### src/sv/assert_macros.svh
// assertion macros used by the fft controller
`ifndef ASSERT_MACROS_SVH
`define ASSERT_MACROS_SVH
`ifndef SYNTHESIS
`define ASSERT_IMPLY(lbl, clk, rst_n, prop) \
	lbl: assert property (@(posedge clk) disable iff (!rst_n) prop) \
	else $error("assertion failed");
`define ASSERT_NEVER(lbl, clk, rst_n, cond) \
	lbl: assert property (@(posedge clk) disable iff (!rst_n) !(cond)) \
	else $error("forbidden condition seen");
`else
`define ASSERT_IMPLY(lbl, clk, rst_n, prop)
`define ASSERT_NEVER(lbl, clk, rst_n, cond)
`endif
`endif

### src/sv/r2fft_pkg.sv
// shared types, constants and twiddle functions of the radix-2 fft
package r2fft_pkg;

	localparam int MAX_POINTS_DEF   = 64;
	localparam int SAMPLE_WIDTH_DEF = 16;
	localparam int IDX_W            = 7;
	localparam int LG_W             = 3;
	localparam logic [LG_W-1:0] LOG2_POINTS_RST = 3'd6;

	typedef enum logic [0:0] {
		REG_LOG2_POINTS,
		REG_INVERSE_MODE
	} cfg_reg_t;

	typedef enum logic [3:0] {
		ST_IDLE,
		ST_COPY_RD,
		ST_COPY_WR,
		ST_BF_RD,
		ST_BF_MUL,
		ST_BF_SUM,
		ST_BF_WA,
		ST_BF_WB,
		ST_OUT_RD,
		ST_OUT_LD
	} ctl_state_t;

	typedef enum logic [3:0] {
		DP_NONE,
		DP_LOAD,
		DP_COPY_RD,
		DP_COPY_WR,
		DP_BF_RD,
		DP_BF_MUL,
		DP_BF_SUM,
		DP_BF_WA,
		DP_BF_WB,
		DP_OUT_RD,
		DP_OUT_LOAD
	} dp_op_t;

	typedef struct packed {
		dp_op_t            op;
		logic [IDX_W-1:0]  idx;
		logic [LG_W-1:0]   stage;
		logic [LG_W-1:0]   lg;
		logic              inverse;
		logic              fill;
		logic              trunc;
		logic              last;
	} cmd_t;

	typedef struct packed {
		logic out_free;
	} status_t;

	function automatic int largest_log2(input int mp);
		int l;
		l = 1;
		for (int i = 0; i < 5; i++) begin
			if (l < 6 && (2 << l) <= mp) begin
				l = l + 1;
			end
		end
		return l;
	endfunction

	// cos(2*pi*k/64) in q1.14 for k = 0..16
	function automatic logic signed [15:0] quarter_cos(input logic [4:0] k);
		logic signed [15:0] v;
		unique case (k)
			5'd0:    v = 16'sd16384;
			5'd1:    v = 16'sd16305;
			5'd2:    v = 16'sd16069;
			5'd3:    v = 16'sd15679;
			5'd4:    v = 16'sd15137;
			5'd5:    v = 16'sd14449;
			5'd6:    v = 16'sd13623;
			5'd7:    v = 16'sd12665;
			5'd8:    v = 16'sd11585;
			5'd9:    v = 16'sd10394;
			5'd10:   v = 16'sd9102;
			5'd11:   v = 16'sd7723;
			5'd12:   v = 16'sd6270;
			5'd13:   v = 16'sd4756;
			5'd14:   v = 16'sd3196;
			5'd15:   v = 16'sd1606;
			default: v = 16'sd0;
		endcase
		return v;
	endfunction

	function automatic logic signed [15:0] tw_cos(input logic [4:0] k);
		logic [5:0] m;
		m = 6'd32 - {1'b0, k};
		return (k <= 5'd16) ? quarter_cos(k) : -quarter_cos(m[4:0]);
	endfunction

	function automatic logic signed [15:0] tw_sin(input logic [4:0] k);
		return (k <= 5'd16) ? quarter_cos(5'd16 - k) : quarter_cos(k - 5'd16);
	endfunction

	function automatic logic [5:0] bit_rev6(input logic [5:0] i);
		logic [5:0] r;
		for (int b = 0; b < 6; b++) begin
			r[b] = i[5-b];
		end
		return r;
	endfunction

endpackage

### src/sv/r2fft_ctrl.sv
// fft controller: config registers, frame counters and sequencing state machine
`include "assert_macros.svh"
module r2fft_ctrl #(
	parameter int MAX_POINTS = r2fft_pkg::MAX_POINTS_DEF
) (
	input  logic               clk,
	input  logic               arst_n,
	input  logic               cfg_we,
	input  logic [0:0]         cfg_index,
	input  logic [2:0]         cfg_data,
	input  logic               in_valid,
	output logic               in_stall,
	input  logic               frame_last,
	input  r2fft_pkg::status_t status,
	output r2fft_pkg::cmd_t    cmd
);

	localparam int CW = $clog2(MAX_POINTS + 1);
	localparam logic [2:0] LG_MAX = 3'(r2fft_pkg::largest_log2(MAX_POINTS));
	localparam int IW = r2fft_pkg::IDX_W;

	r2fft_pkg::ctl_state_t state_q, state_d;
	logic [2:0]    log2_q, lg_act, stage_q;
	logic          inv_q, trunc_q, accept, room;
	logic [CW-1:0] count_q;
	logic [IW-1:0] idx_q, n7, half7;
	logic          idx_last, bf_last, frame_done;

	always_comb begin
		if (log2_q == 3'd0) begin
			lg_act = 3'd1;
		end else if (log2_q > LG_MAX) begin
			lg_act = LG_MAX;
		end else begin
			lg_act = log2_q;
		end
	end

	assign n7         = IW'(1) << lg_act;
	assign half7      = n7 >> 1;
	assign accept     = in_valid && (state_q == r2fft_pkg::ST_IDLE);
	assign room       = IW'(count_q) < n7;
	assign idx_last   = (idx_q == n7 - IW'(1));
	assign bf_last    = (idx_q == half7 - IW'(1));
	assign frame_done = (state_q == r2fft_pkg::ST_OUT_LD) && status.out_free && idx_last;

	always_comb begin
		state_d = state_q;
		unique case (state_q)
			r2fft_pkg::ST_IDLE:    if (accept && frame_last) state_d = r2fft_pkg::ST_COPY_RD;
			r2fft_pkg::ST_COPY_RD: state_d = r2fft_pkg::ST_COPY_WR;
			r2fft_pkg::ST_COPY_WR: state_d = idx_last ? r2fft_pkg::ST_BF_RD : r2fft_pkg::ST_COPY_RD;
			r2fft_pkg::ST_BF_RD:   state_d = r2fft_pkg::ST_BF_MUL;
			r2fft_pkg::ST_BF_MUL:  state_d = r2fft_pkg::ST_BF_SUM;
			r2fft_pkg::ST_BF_SUM:  state_d = r2fft_pkg::ST_BF_WA;
			r2fft_pkg::ST_BF_WA:   state_d = r2fft_pkg::ST_BF_WB;
			r2fft_pkg::ST_BF_WB: begin
				state_d = (bf_last && stage_q == lg_act) ? r2fft_pkg::ST_OUT_RD
				                                         : r2fft_pkg::ST_BF_RD;
			end
			r2fft_pkg::ST_OUT_RD:  state_d = r2fft_pkg::ST_OUT_LD;
			r2fft_pkg::ST_OUT_LD: begin
				if (status.out_free) begin
					state_d = idx_last ? r2fft_pkg::ST_IDLE : r2fft_pkg::ST_OUT_RD;
				end
			end
			default:               state_d = r2fft_pkg::ST_IDLE;
		endcase
	end

	always_comb begin
		cmd.op      = r2fft_pkg::DP_NONE;
		cmd.idx     = idx_q;
		cmd.stage   = stage_q;
		cmd.lg      = lg_act;
		cmd.inverse = inv_q;
		cmd.fill    = idx_q < IW'(count_q);
		cmd.trunc   = trunc_q;
		cmd.last    = idx_last;
		in_stall    = (state_q != r2fft_pkg::ST_IDLE);
		unique case (state_q)
			r2fft_pkg::ST_IDLE: begin
				cmd.idx = IW'(count_q);
				if (accept && room) cmd.op = r2fft_pkg::DP_LOAD;
			end
			r2fft_pkg::ST_COPY_RD: cmd.op = r2fft_pkg::DP_COPY_RD;
			r2fft_pkg::ST_COPY_WR: cmd.op = r2fft_pkg::DP_COPY_WR;
			r2fft_pkg::ST_BF_RD:   cmd.op = r2fft_pkg::DP_BF_RD;
			r2fft_pkg::ST_BF_MUL:  cmd.op = r2fft_pkg::DP_BF_MUL;
			r2fft_pkg::ST_BF_SUM:  cmd.op = r2fft_pkg::DP_BF_SUM;
			r2fft_pkg::ST_BF_WA:   cmd.op = r2fft_pkg::DP_BF_WA;
			r2fft_pkg::ST_BF_WB:   cmd.op = r2fft_pkg::DP_BF_WB;
			r2fft_pkg::ST_OUT_RD:  cmd.op = r2fft_pkg::DP_OUT_RD;
			r2fft_pkg::ST_OUT_LD: begin
				cmd.op = status.out_free ? r2fft_pkg::DP_OUT_LOAD : r2fft_pkg::DP_OUT_RD;
			end
			default:               cmd.op = r2fft_pkg::DP_NONE;
		endcase
	end

	always_ff @(posedge clk or negedge arst_n) begin
		if (!arst_n) begin
			state_q <= r2fft_pkg::ST_IDLE;
			log2_q  <= r2fft_pkg::LOG2_POINTS_RST;
			inv_q   <= 1'b0;
			count_q <= '0;
			trunc_q <= 1'b0;
			idx_q   <= '0;
			stage_q <= 3'd1;
		end else begin
			state_q <= state_d;
			if (cfg_we) begin
				unique case (r2fft_pkg::cfg_reg_t'(cfg_index))
					r2fft_pkg::REG_LOG2_POINTS:  log2_q <= cfg_data;
					r2fft_pkg::REG_INVERSE_MODE: inv_q  <= cfg_data[0];
					default: ;
				endcase
			end
			unique case (state_q)
				r2fft_pkg::ST_IDLE: begin
					if (accept) begin
						if (room) count_q <= count_q + CW'(1);
						else      trunc_q <= 1'b1;
					end
					idx_q   <= '0;
					stage_q <= 3'd1;
				end
				r2fft_pkg::ST_COPY_WR: idx_q <= idx_last ? '0 : idx_q + IW'(1);
				r2fft_pkg::ST_BF_WB: begin
					if (bf_last) begin
						idx_q   <= '0;
						stage_q <= stage_q + 3'd1;
					end else begin
						idx_q <= idx_q + IW'(1);
					end
				end
				r2fft_pkg::ST_OUT_LD: begin
					if (status.out_free) begin
						idx_q <= idx_q + IW'(1);
						if (idx_last) begin
							count_q <= '0;
							trunc_q <= 1'b0;
						end
					end
				end
				default: ;
			endcase
		end
	end

	// the size may be lowered mid-frame, so the count is bounded by the store only
	`ASSERT_NEVER(a_count_in_range, clk, arst_n, count_q > CW'(MAX_POINTS))
	`ASSERT_NEVER(a_idx_in_range, clk, arst_n, state_q != r2fft_pkg::ST_IDLE && idx_q >= n7)
	`ASSERT_IMPLY(a_frame_end_clears, clk, arst_n, frame_done |=> (state_q == r2fft_pkg::ST_IDLE && count_q == '0 && !trunc_q))
	`ASSERT_NEVER(a_stage_in_range, clk, arst_n, state_q == r2fft_pkg::ST_BF_RD && (stage_q == 3'd0 || stage_q > lg_act))

endmodule

### config.mk
export PLATFORM = sky130hd
export DESIGN_NAME = r2fft_ctrl
export DESIGN_NICKNAME = d
export VERILOG_FILES = /design/src/sv/r2fft_pkg.sv /design/src/sv/r2fft_ctrl.sv
export VERILOG_INCLUDE_DIRS = /design/src /design/src/sv
export SDC_FILE = /design/constraint.sdc
export NUM_CORES = 1
export LEC_CHECK = 0
export BUFFER_PORTS_ARGS = -buffer_cell sky130_fd_sc_hd__buf_2
export CAP_MARGIN = 5
export CORE_ASPECT_RATIO = 1.5
export CORE_MARGIN = 2
export CORE_UTILIZATION = 64
export CTS_BUF_LIST = sky130_fd_sc_hd__clkbuf_4 sky130_fd_sc_hd__clkbuf_8
export DETAILED_ROUTE_END_ITERATION = 10
export PLACE_DENSITY = 0.87
export SYNTH_ARGS = -nofsm -noshare
export SYNTH_HDL_FRONTEND = slang
export SYNTH_SLANG_ARGS = --single-unit
### constraint.sdc
create_clock -name clk -period 5.02 [get_ports clk]
set_clock_uncertainty 0.15 [all_clocks]
set_input_delay 0.251 -clock clk [delete_from_list [all_inputs] [get_ports clk]]
set_output_delay 0.251 -clock clk [all_outputs]
set_load 0.1 [all_outputs]
==> results of run 1 <==
[flip-flops by register name, summed over array words and instances (netlist names)]
signal   cells
inv_q        1
state_q      4
idx_q        7
count_q      7
stage_q      3
trunc_q      1
log2_q       3
[placed cells by master (no fill, tap or decap), types with 2 or more instances in the layout]
master     n
nor2b_1    5
o31ai_1    7
a22o_1     3
o21a_1     3
nor4_1     2
nor2_1    12
nor3_1     4
o211ai_1   3
nand4_1    3
inv_1     15
dfrtp_1   23
nand2b_1   3
o21ai_1    2
ha_1      17
nand3b_1   2
nand3_1   10
nor3b_1    4
mux2_2     2
buf_2     31
and3_1     5
or4_1      4
o21ai_0   20
o221ai_1   2
a22oi_1    2
a21o_1     5
nor4_2     2
mux2i_1    3
clkbuf_8   3
dfstp_2    3
nand2_1   29
or3_1      3
a211oi_1   5
a31oi_1    2
xnor2_1   12
xor2_1     4
a21oi_1   15
[worst reg2reg max path, stage by stage, from the launching register on]
cell and delay [ps]:
dfstp_2 690, or3b_1 440, ha_1 290, nor4bb_1 400
a211oi_1 110, xnor2_1 310, o31ai_1 150, a31oi_1 630
a21oi_1 160, mux2i_1 150
[worst min-delay path by stage]
stage / to / from / slack (ps)
floorplan: count_q[0]$_DFFE_PN0P_ / arst_n / -190
finish: log2_q[2]$_DFFE_PN1P_ / cfg_data[2] / 30
global placement: count_q[5]$_DFFE_PN0P_ / arst_n / 140
global route: log2_q[1]$_DFFE_PN1P_ / cfg_data[1] / 60
CTS: log2_q[2]$_DFFE_PN1P_ / cfg_data[2] / 40
detailed placement: count_q[5]$_DFFE_PN0P_ / arst_n / 140
[metrics by stage]
stage | hold slack (ps) | setup WS, ps | utilization (%) | total power (W)
2_1_floorplan | -195 | 636 | - | 0.00119
6_report | 31.4 | 1290 | 72.5 | 0.00150
5_1_grt | 58.7 | 1050 | 72.5 | 0.00159
3_3_place_gp | 136 | 1640 | 70.1 | 0.00130
4_1_cts | 35.5 | 1320 | 72.5 | 0.00150
3_5_place_dp | 139 | 1590 | 70.1 | 0.00132
[final cells by class]
cell class / count / area (µm²)
fillers: 279 / 941
clock buffers: 3 / 41.3
multi-input cells: 214 / 1470
flip-flops and latches: 26 / 654
well taps: 42 / 52.6
clock inverters: 1 / 30.0
inverters: 16 / 60.1
repair buffers: 32 / 165
[report_power, final]
| group | total [W] | internal [W] | leakage [nW] | switching, W |
|---|---|---|---|---|
| logic | 0.000954 | 0.000242 | 0.696 | 0.000712 |
| registers | 0.000369 | 0.000257 | 0.331 | 0.000112 |
| clock network | 0.000177 | 0.000107 | 0.0357 | 0.0000705 |
| total | 0.00150 | 0.000606 | 1.06 | 0.000894 |
[per-layer routing]
layer  vias up  GRT usage (%)
li1       1027              -
met1      1023           34.3
met2        79           48.1
met3         9           2.88
met4         0           10.0
met5         -              0
[cells by family (layout without fill, tap and decap cells)]
group           after synthesis  count (layout)
compound gates               79              79
mux                           5               5
simple gates                 95              95
xor+xnor                     16              16
buf+inv                      39              52
other cells                   1               1
fa+ha+maj                    18              18
flops                        26              26
==> impl_results.md, run 1 <==
- Status: finished clean
- Setup Total Neg Slack: 0 ps
- Clk sinks: 26
- Post-synthesis sequential area ratio: 28.4%
- Cts hold-fix bufs: 1
- Crit path DAT: 3330 ps
- Post-synth EDFFs: 0
- Port Buffers: 31
- Fin cells: 334
- Drt drc: 0
- Vias in the first global route: 1913
- Initial antenna violation count: 0
- RePlAce Congestion: 0.922
- Longest Clk Path Bufs: 2
- Worst endpoint required time: 4620 ps
- Routed WL: 5.23 mm
- Worst Setup Start Kind: register
- Final Cycle Share: 74.3%
- Reg2Reg Setup Slack: 1460 ps
- Post-DP Area: 0.00239 mm²
- Post-synth top area share: 25.0%
- Worst setup EP type: primary output
- CP bufs+invs: 1
- CP top delay family: compound AO/OA/AOI/OAI gates
- Critical Path, Cell by Cell: or3b_1 -> ha_1 -> o21a_1 -> o21ai_0 -> a21oi_1 -> a2111oi_2 -> nand2_1 -> o221ai_1 -> buf_2
- GR Overflow Total: 0
- Slowest-stage cell, CP: dfstp_2
- Critical Path Stages: 9
- Final #Nets: 320
- Vias: 2138
- Mapped Cells: 279
- Final Instance Area: 0.00247 mm²
- Top post-synthesis cells by area: dfrtp_1 (25%), ha_1 (9.2%), nand2_1 (4.7%)
- I/O pin total: 32
- Adder-cell share of the synthesized area: 9.66%
- Worst r2r src: log2_q[1]$_DFFE_PN1P_
- Pre-antenna DRT Iters: 5
- CTS clock-pin slew for the worst setup and hold paths: 90 ps
- Max VDD drop: 0.837 mV
- Commonest cells post-synth: nand2_1 (29), dfrtp_1 (23), o21ai_0 (20)
- Die area: 0.00411 mm²
- Placeable Area: 0.00342 mm²
- Syn nets: 306
- Synth Area in Compound Gates: 22.9%
- Row count: 26
- Leak Pwr: 1.06 nW
- Post-Place Cells: 329
- Post-CTS sizing: 0
- Cell area after synthesis: 0.00230 mm²
- Highest Signal Layer: met4
- Slew headroom: 51.5%
- Final Setup Violations: 0
- WL met3: 277 µm
- Worst Max-Slew Pin Slew: 724 ps
- Post-DRT Antenna Nets: 0
- Largest net degree at the start of global routing: 27
- Start point of the critical path: log2_q[1]$_DFFE_PN1P_
- Die Width: 53.0 µm
- Xor/xnor cell area share of the yosys netlist: 6.08%
- Worst hold path type: input pin to register
- Met2 Wirelength: 2.78 mm
- FFs w/ async S/R, synth: 100%
- Worst setup path class: register to primary output
- Minimum clock period: 3730 ps
- Crit path to: cmd[17]
- Hold path depth: 3
- Initial DRC count: 89
- Cell with the most instances after synthesis: nand2_1
- HPWL Detailed: 3.84 mm
- Metal-1 WL: 2.09 mm
- Global Route Usage Sum: 27.7%
- Worst-Skew Late Latency: 280 ps
- Post-CTS Setup Inserts: 0
- Yosys warns: 0
- CTS Buf Count: 3
- Post-DR wirelength/cell: 15.6 µm
- Overall die height: 77.5 µm
- First-pass GRT wire length: 8.72 mm
- Share of layout cells above drive strength 1: 16.8%
- Peak Freq: 0.268 GHz
- CTS H-tree depth: 1
- Post-synthesis simple-gate area fraction: 22.7%
- Seq cells post-synth: 26
- Reg2reg end: idx_q[2]$_DFFE_PN0P_
- Syn avg cell area: 8.26 µm²
- ANT cells: 0
- Synth Flop Type: dfrtp_1
- RSZ-0062 raised after global routing: false
- Main combinational cell family by area after synthesis: compound AO/OA/AOI/OAI gates
- Worst path max stage delay: 690 ps
- Max-cap viol count: 0
- TritonCTS clock tree: yes
- Initial Util: 67.5%
- Final Hold Fails: 0
- Unique masters post-synth: 59
- Largest area contributor in the netlist: dfrtp_1
- Power Density: 606 mW/mm²
- CP Max Fanout: 17
- Area Growth Syn to Fin: 7.38%
- Root Driver: clkbuf_8
- Count of pins over their slew limit: 0
- Reg2Reg Depth: 9
- Via density: 6.40
- Mux cell area share after synthesis: 2.28%
Power figures use the tool's default switching activity.
==> run 2, diff against run 1 <==
--- a/config.mk
+++ b/config.mk
@@ -10,10 +10,10 @@
 export CAP_MARGIN = 5
 export CORE_ASPECT_RATIO = 1.5
 export CORE_MARGIN = 2
-export CORE_UTILIZATION = 64
+export CORE_UTILIZATION = 60
 export CTS_BUF_LIST = sky130_fd_sc_hd__clkbuf_4 sky130_fd_sc_hd__clkbuf_8
 export DETAILED_ROUTE_END_ITERATION = 10
-export PLACE_DENSITY = 0.87
+export PLACE_DENSITY = 0.82
 export SYNTH_ARGS = -nofsm -noshare
 export SYNTH_HDL_FRONTEND = slang
 export SYNTH_SLANG_ARGS = --single-unit
==> constraint.sdc (replaced) <==
create_clock -name clk -period 3.9 [get_ports clk]
set_clock_uncertainty 0.15 [all_clocks]
set_input_delay 0.195 -clock clk [delete_from_list [all_inputs] [get_ports clk]]
set_output_delay 0.195 -clock clk [all_outputs]
set_load 0.1 [all_outputs]
==> run 2 against run 1 <==
Net effect: clock power up 29%; cell count grew 1.5%; routed wire length fell by 2.0%; global-route usage down 1.9 points; cell area rose by 1.5%.
==> impl_results.md, run 2 (synthesized netlist as in run 1, its figures left out) <==
- ANT cells: 0 (unchanged)
- Area Growth Syn to Fin: 8.96%
- Initial Util: 62.6% (-4.9 points)
- Die Width: 54.6 µm (+3.0%)
- Final Cycle Share: 94.3%
- Routed WL: 5.12 mm (-2.0%)
- Power Density: 770 mW/mm² (+27%)
- Final Setup Violations: 0 (unchanged)
- Worst endpoint required time: 3560 ps (-1060 ps)
- Filler cells: 311 (+11%)
- Leak Pwr: 1.08 nW (+1.8%)
- Global Route Usage Sum: 25.8% (-1.9 points)
- Post-CTS Setup Inserts: 0 (unchanged)
- CTS clock-pin slew for the worst setup and hold paths: 90 ps (about the same)
- Post-CTS sizing: 0 (unchanged)
- Worst Max-Slew Pin Slew: 624 ps (-100 ps)
- RSZ-0062 raised after global routing: false
- Minimum clock period: 3680 ps
- Port Buffers: 31 (unchanged)
- Count of pins over their slew limit: 0 (unchanged)
- CP top delay family: compound AO/OA/AOI/OAI gates
- Worst setup EP type: primary output
- Die area: 0.00436 mm² (+6.2%)
- Worst Setup Start Kind: register
- CTS H-tree depth: 1 (unchanged)
- Row count: 27 (+3.8%)
- Post-DRT Antenna Nets: 0 (unchanged)
- Fin cells: 339 (+1.5%)
- Max-cap viol count: 0 (unchanged)
- Worst hold path type: input pin to register
- Post-DR wirelength/cell: 15.1 µm (-3.5%)
- Clk sinks: 26 (unchanged)
- First-pass GRT wire length: 8.46 mm (-3.0%)
- Most frequent cells in the layout: buf_2 (31), nand2_1 (29), dfrtp_1 (23), o21ai_0 (20), ha_1 (17)
- Final #Nets: 324 (+1.3%)
- Pre-antenna DRT Iters: 4 (-1)
- Post-Place Cells: 332 (+0.91%)
- Final Hold Fails: 0 (unchanged)
- Worst path max stage delay: 700 ps (about the same)
- Root Driver: clkbuf_8
- Setup Total Neg Slack: 0 ps (unchanged)
- Max VDD drop: 1.08 mV (+28%)
- CP bufs+invs: 1 (unchanged)
- I/O pin total: 32 (unchanged)
- Worst-Skew Late Latency: 280 ps (about the same)
- CP Max Fanout: 17 (unchanged)
- Reg2Reg Setup Slack: 430 ps (-1030 ps)
- Critical Path, Cell by Cell: or3b_1 -> ha_1 -> o21a_1 -> o21ai_0 -> a21oi_1 -> a2111oi_2 -> nand2_1 -> o221ai_1 -> buf_2
- Crit path DAT: 3330 ps (about the same)
- Via density: 6.13 (-4.3%)
- Drt drc: 0 (unchanged)
- Slowest-stage cell, CP: dfstp_2
- Largest regs: count_q x7, idx_q x7, state_q x4
- TritonCTS clock tree: yes
- Placeable Area: 0.00368 mm² (+7.8%)
- WHS: 15.4 ps (-16.0 ps)
- Peak Freq: 0.272 GHz
- Vias: 2077 (-2.9%)
- Initial antenna violation count: 0 (unchanged)
- RePlAce Congestion: 0.866 (-6.0%)
- Overall die height: 79.9 µm (+3.1%)
- HPWL Detailed: 3.73 mm (-2.8%)
- Vias in the first global route: 1866 (-2.5%)
- CTS Buf Count: 3 (unchanged)
- Largest net degree at the start of global routing: 27 (unchanged)
- Most common cell after layout, fill and taps aside: buf_2
- Status: finished clean
- Share of layout cells above drive strength 1: 17.2% (+0.45 points)
- GR Overflow Total: 0 (unchanged)
- Worst setup path class: register to primary output
- Longest Clk Path Bufs: 2 (unchanged)
- Slew headroom: 58.4% (+6.9 points)
- Power, Total: 0.00193 W (+29%)
- Initial DRC count: 65 (-27%)
-- run 2: worst reg2reg max path, cell delays in order, from the launching register on --
cell and delay [ps]:
dfstp_2 700, or3b_1 450, ha_1 300, or3_1 390
o211ai_1 110, a22oi_1 150, nor3_4 280, a21oi_2 210
or4_1 500, a21oi_1 160
-- run 2: per-layer routing --
| layer | track usage (%) | vias up | routed length (µm) |
|---|---|---|---|
| li1 | - | 1041 | - |
| met5 | 0 | - | 0 |
| met1 | 32.0 | 981 | 2250 |
| met4 | 7.75 | 0 | 72 |
| met3 | 2.62 | 7 | 185 |
| met2 | 44.9 | 48 | 2610 |
-- run 2: area by class of cell --
cell class | instances | area, µm² | area share, %
sequential | 26 | 654 | 26.1
clock inverter | 1 | 30.0 | 1.20
multi-input combinational | 214 | 1470 | 58.6
tap | 43 | 53.8 | 2.14
timing repair buffer | 36 | 200 | 7.97
clock buffer | 3 | 41.3 | 1.64
inverter | 16 | 60.1 | 2.39
-- run 2: timing repair --
item                                    4_1_cts  5_1_grt
endpoints found under the setup margin        0        0
hold endpoints to repair                     25        0
hold buffers                                  3        0
-- run 2: final timing paths --
kind / endpoint / depth (start not counted) / startpoint
setup reg to reg: count_q[4]$_DFFE_PN0P_ / 9 / log2_q[1]$_DFFE_PN1P_
min in group asynchronous: count_q[5]$_DFFE_PN0P_ / 2 / arst_n
max in group asynchronous: log2_q[0]$_DFFE_PN0P_ / 2 / arst_n
hold / removal: inv_q$_DFFE_PN0P_ / 2 / cfg_data[0]
hold reg to reg: trunc_q$_DFFE_PN0P_ / 2 / trunc_q$_DFFE_PN0P_
setup / recovery: cmd[17] / 9 / log2_q[1]$_DFFE_PN1P_
-- run 2: through the flow --
step,utilization (%),setup WS [ps],area (µm²)
after detailed placement,65.4,521,2410
final,68.2,223,2510
after CTS,68.2,237,2510
after global routing,68.2,92.8,2510
after global placement,65.4,614,2410
after floorplan,-,-428,2300
-- run 2: where the power goes --
group,internal [W],switching [W]
clock,0.000137,0.0000909
sequential,0.000331,0.000144
combinational,0.000323,0.000908
==> run 3, diff against run 2 <==
--- a/config.mk
+++ b/config.mk
@@ -8,7 +8,6 @@
 export LEC_CHECK = 0
 export BUFFER_PORTS_ARGS = -buffer_cell sky130_fd_sc_hd__buf_2
 export CAP_MARGIN = 5
-export CORE_ASPECT_RATIO = 1.5
 export CORE_MARGIN = 2
 export CORE_UTILIZATION = 60
 export CTS_BUF_LIST = sky130_fd_sc_hd__clkbuf_4 sky130_fd_sc_hd__clkbuf_8
==> run 3 against run 2 <==
Net effect: register-to-register slack better by 120 ps; sequential power about the same; non-clock buffer count unchanged; hold slack about the same; core utilization down 0.56 points; fmax up 2.5%; cell area down 0.65%; die area down 0.24%; combinational power about the same; routed wire length up 0.62%; critical path depth unchanged; critical path type unchanged; critical endpoint unchanged; highest routed layer unchanged.
==> impl_results.md, run 3 (synthesized netlist as in run 1, its figures left out) <==
- Status: finished clean
- RePlAce Congestion: 0.856 (-1.2%)
- Worst path max stage delay: 680 ps (-20 ps)
- Drt drc: 0 (unchanged)
- Largest net degree at the start of global routing: 27 (unchanged)
- Placeable Area: 0.00369 mm² (+0.17%)
- Root Driver: clkbuf_8
- Die Width: 66.0 µm (+21%)
- Leak Pwr: 1.07 nW (-0.88%)
- RSZ-0062 raised after global routing: false
- Most frequent cells in the layout: buf_2 (31), nand2_1 (29), dfrtp_1 (23), o21ai_0 (20), ha_1 (17)
- Count of pins over their slew limit: 0 (unchanged)
- Slowest-stage cell, CP: dfstp_2
- ANT cells: 0 (unchanged)
- Cts hold-fix bufs: 3 (unchanged)
- Minimum clock period: 3590 ps (-88.8 ps)
- Sw Ratio: 61.0% (+1.9 points)
- Final Cycle Share: 92.0% (-2.3 points)
- CP Max Fanout: 17 (unchanged)
- Max-cap viol count: 0 (unchanged)
- Post-DRT Antenna Nets: 0 (unchanged)
- Longest Clk Path Bufs: 2 (unchanged)
- Fin cells: 344 (+1.5%)
- Clock share of power: 8.8% (-3.0 points)
- Routed WL: 5.15 mm (+0.62%)
- Final #Nets: 324 (unchanged)
- Clk sinks: 26 (unchanged)
- Final Instance Area: 0.00249 mm² (-0.65%)
- CTS Buf Count: 3 (unchanged)
- CTS H-tree depth: 1 (unchanged)
- Power Density: 754 mW/mm² (-2.1%)
- Worst setup EP type: primary output
- NetSw: 0.00115 W (+0.33%)
- Post-CTS sizing: 0 (unchanged)
- Via density: 6.01 (-2.0%)
- Initial Util: 62.5% (-0.11 points)
- Die area: 0.00435 mm² (-0.24%)
- Peak Freq: 0.279 GHz (+2.5%)
- Pint: 0.000734 W (-7.2%)
- Most common cell after layout, fill and taps aside: buf_2
- I/O pin total: 32 (unchanged)
- Share of layout cells above drive strength 1: 17.2% (unchanged)
- Worst endpoint required time: 3560 ps (about the same)
- Worst hold path type: input pin to register
- HPWL Detailed: 3.76 mm (+0.85%)
- Post-DR wirelength/cell: 15.0 µm (-0.84%)
- CTS clock-pin slew for the worst setup and hold paths: 80 ps (about the same)
- Worst Setup Start Kind: register
- Vias: 2066 (-0.53%)
- Initial antenna violation count: 0 (unchanged)
- Worst-Skew Late Latency: 280 ps (about the same)
- Gate power share: 65.8% (+2.1 points)
- Filler cells: 325 (+4.5%)
- Reg power frac: 25.4% (+0.9 points)
- Worst setup path class: register to primary output
- Global Route Usage Sum: 25.5% (-0.32 points)
- Crit path DAT: 3240 ps (-90 ps)
- Post-DP Area: 0.00242 mm² (+0.26%)
- First-pass GRT wire length: 8.71 mm (+3.0%)
- Pre-antenna DRT Iters: 4 (unchanged)
- Area Growth Syn to Fin: 8.25%
- Final Hold Fails: 0 (unchanged)
- Slew headroom: 57.7% (-0.69 points)
- Worst Max-Slew Pin Slew: 634 ps (+10.4 ps)
- Post-Place Cells: 337 (+1.5%)
- Largest regs: count_q x7, idx_q x7, state_q x4
- Critical Path, Cell by Cell: or3b_1 -> ha_1 -> o21a_1 -> o21ai_0 -> a21oi_1 -> a2111oi_2 -> nand2_1 -> o221ai_1 -> buf_2
- Overall die height: 66.0 µm (-17%)
- GR Overflow Total: 0 (unchanged)
- Max VDD drop: 0.794 mV (-26%)
- TritonCTS clock tree: yes
- Initial DRC count: 88 (+35%)
- Final Setup Violations: 0 (unchanged)
- Row count: 22 (-19%)
- Port Buffers: 31 (unchanged)
- Post-CTS Setup Inserts: 0 (unchanged)
- Vias in the first global route: 1848 (-0.96%)
## run 3: cell count changes in the layout (fill, tap and decap cells not counted), sizes merged
cell and change:
bufinv -1, clkbuf +1
## run 3: stage by stage
| step | util [%] | power, W | hold WS (ps) | setup TNS (ps) | setup WS (ps) |
|---|---|---|---|---|---|
| finish | 67.6 | 0.00188 | 15.7 | 0 | 312 |
| global route | 67.6 | 0.00201 | 14.3 | 0 | 77.3 |
| detailed placement | 65.5 | 0.00171 | 87.2 | 0 | 558 |
| CTS | 67.6 | 0.00188 | 19.9 | 0 | 291 |
| global placement | 65.5 | 0.00169 | 83.7 | 0 | 643 |
| floorplan | - | 0.00153 | -251 | -2570 | -428 |
## run 3: layer usage
layer | part of all wire (%) | GRT usage, %
met1 | 47 | 35.9
met2 | 47 | 40.4
met3 | 4.4 | 3.58
met4 | 1.6 | 8.16
met5 | 0 | 0
## run 3: critical path, delay by kind of cell, from the launching register on
kind / cells / cell delay (ps)
and+or+nand+nor: 2 / 580
DFF: 1 / 680
AOI/OAI and AO/OA: 5 / 940
adders and majority gates: 1 / 300
buffers and inverters: 1 / 460
## run 3: power groups by stage
stage               logic (W)  registers, W  clock network (W)
floorplan             0.00106      0.000473                  0
global placement      0.00122      0.000475                  0
detailed placement    0.00123      0.000478                  0
CTS                   0.00124      0.000473           0.000166
global route          0.00134      0.000493           0.000177
finish                0.00124      0.000478           0.000165
## run 3: area by class of cell
| cell class | count | area, µm² | area share [%] |
|---|---|---|---|
| clock buffer | 4 | 48.8 | 1.96 |
| timing repair buffer | 36 | 200 | 8.02 |
| sequential | 26 | 654 | 26.2 |
| tap | 48 | 60.1 | 2.41 |
| multi-input combinational | 214 | 1470 | 59.0 |
| inverter | 16 | 60.1 | 2.41 |
## run 3: final timing paths
| kind | start | slack (ps) | endpoint | cells after the start |
|---|---|---|---|---|
| max | log2_q[1]$_DFFE_PN1P_ | 310 | cmd[17] | 9 |
| min | cfg_data[0] | 20 | inv_q$_DFFE_PN0P_ | 2 |
| max reg2reg | log2_q[1]$_DFFE_PN1P_ | 550 | count_q[6]$_DFFE_PN0P_ | 9 |
| min reg2reg | trunc_q$_DFFE_PN0P_ | 340 | trunc_q$_DFFE_PN0P_ | 2 |
| max in group asynchronous | arst_n | 2910 | state_q[2]$_DFFE_PN0P_ | 2 |
| min in group asynchronous | arst_n | 290 | idx_q[4]$_DFFE_PN0P_ | 2 |
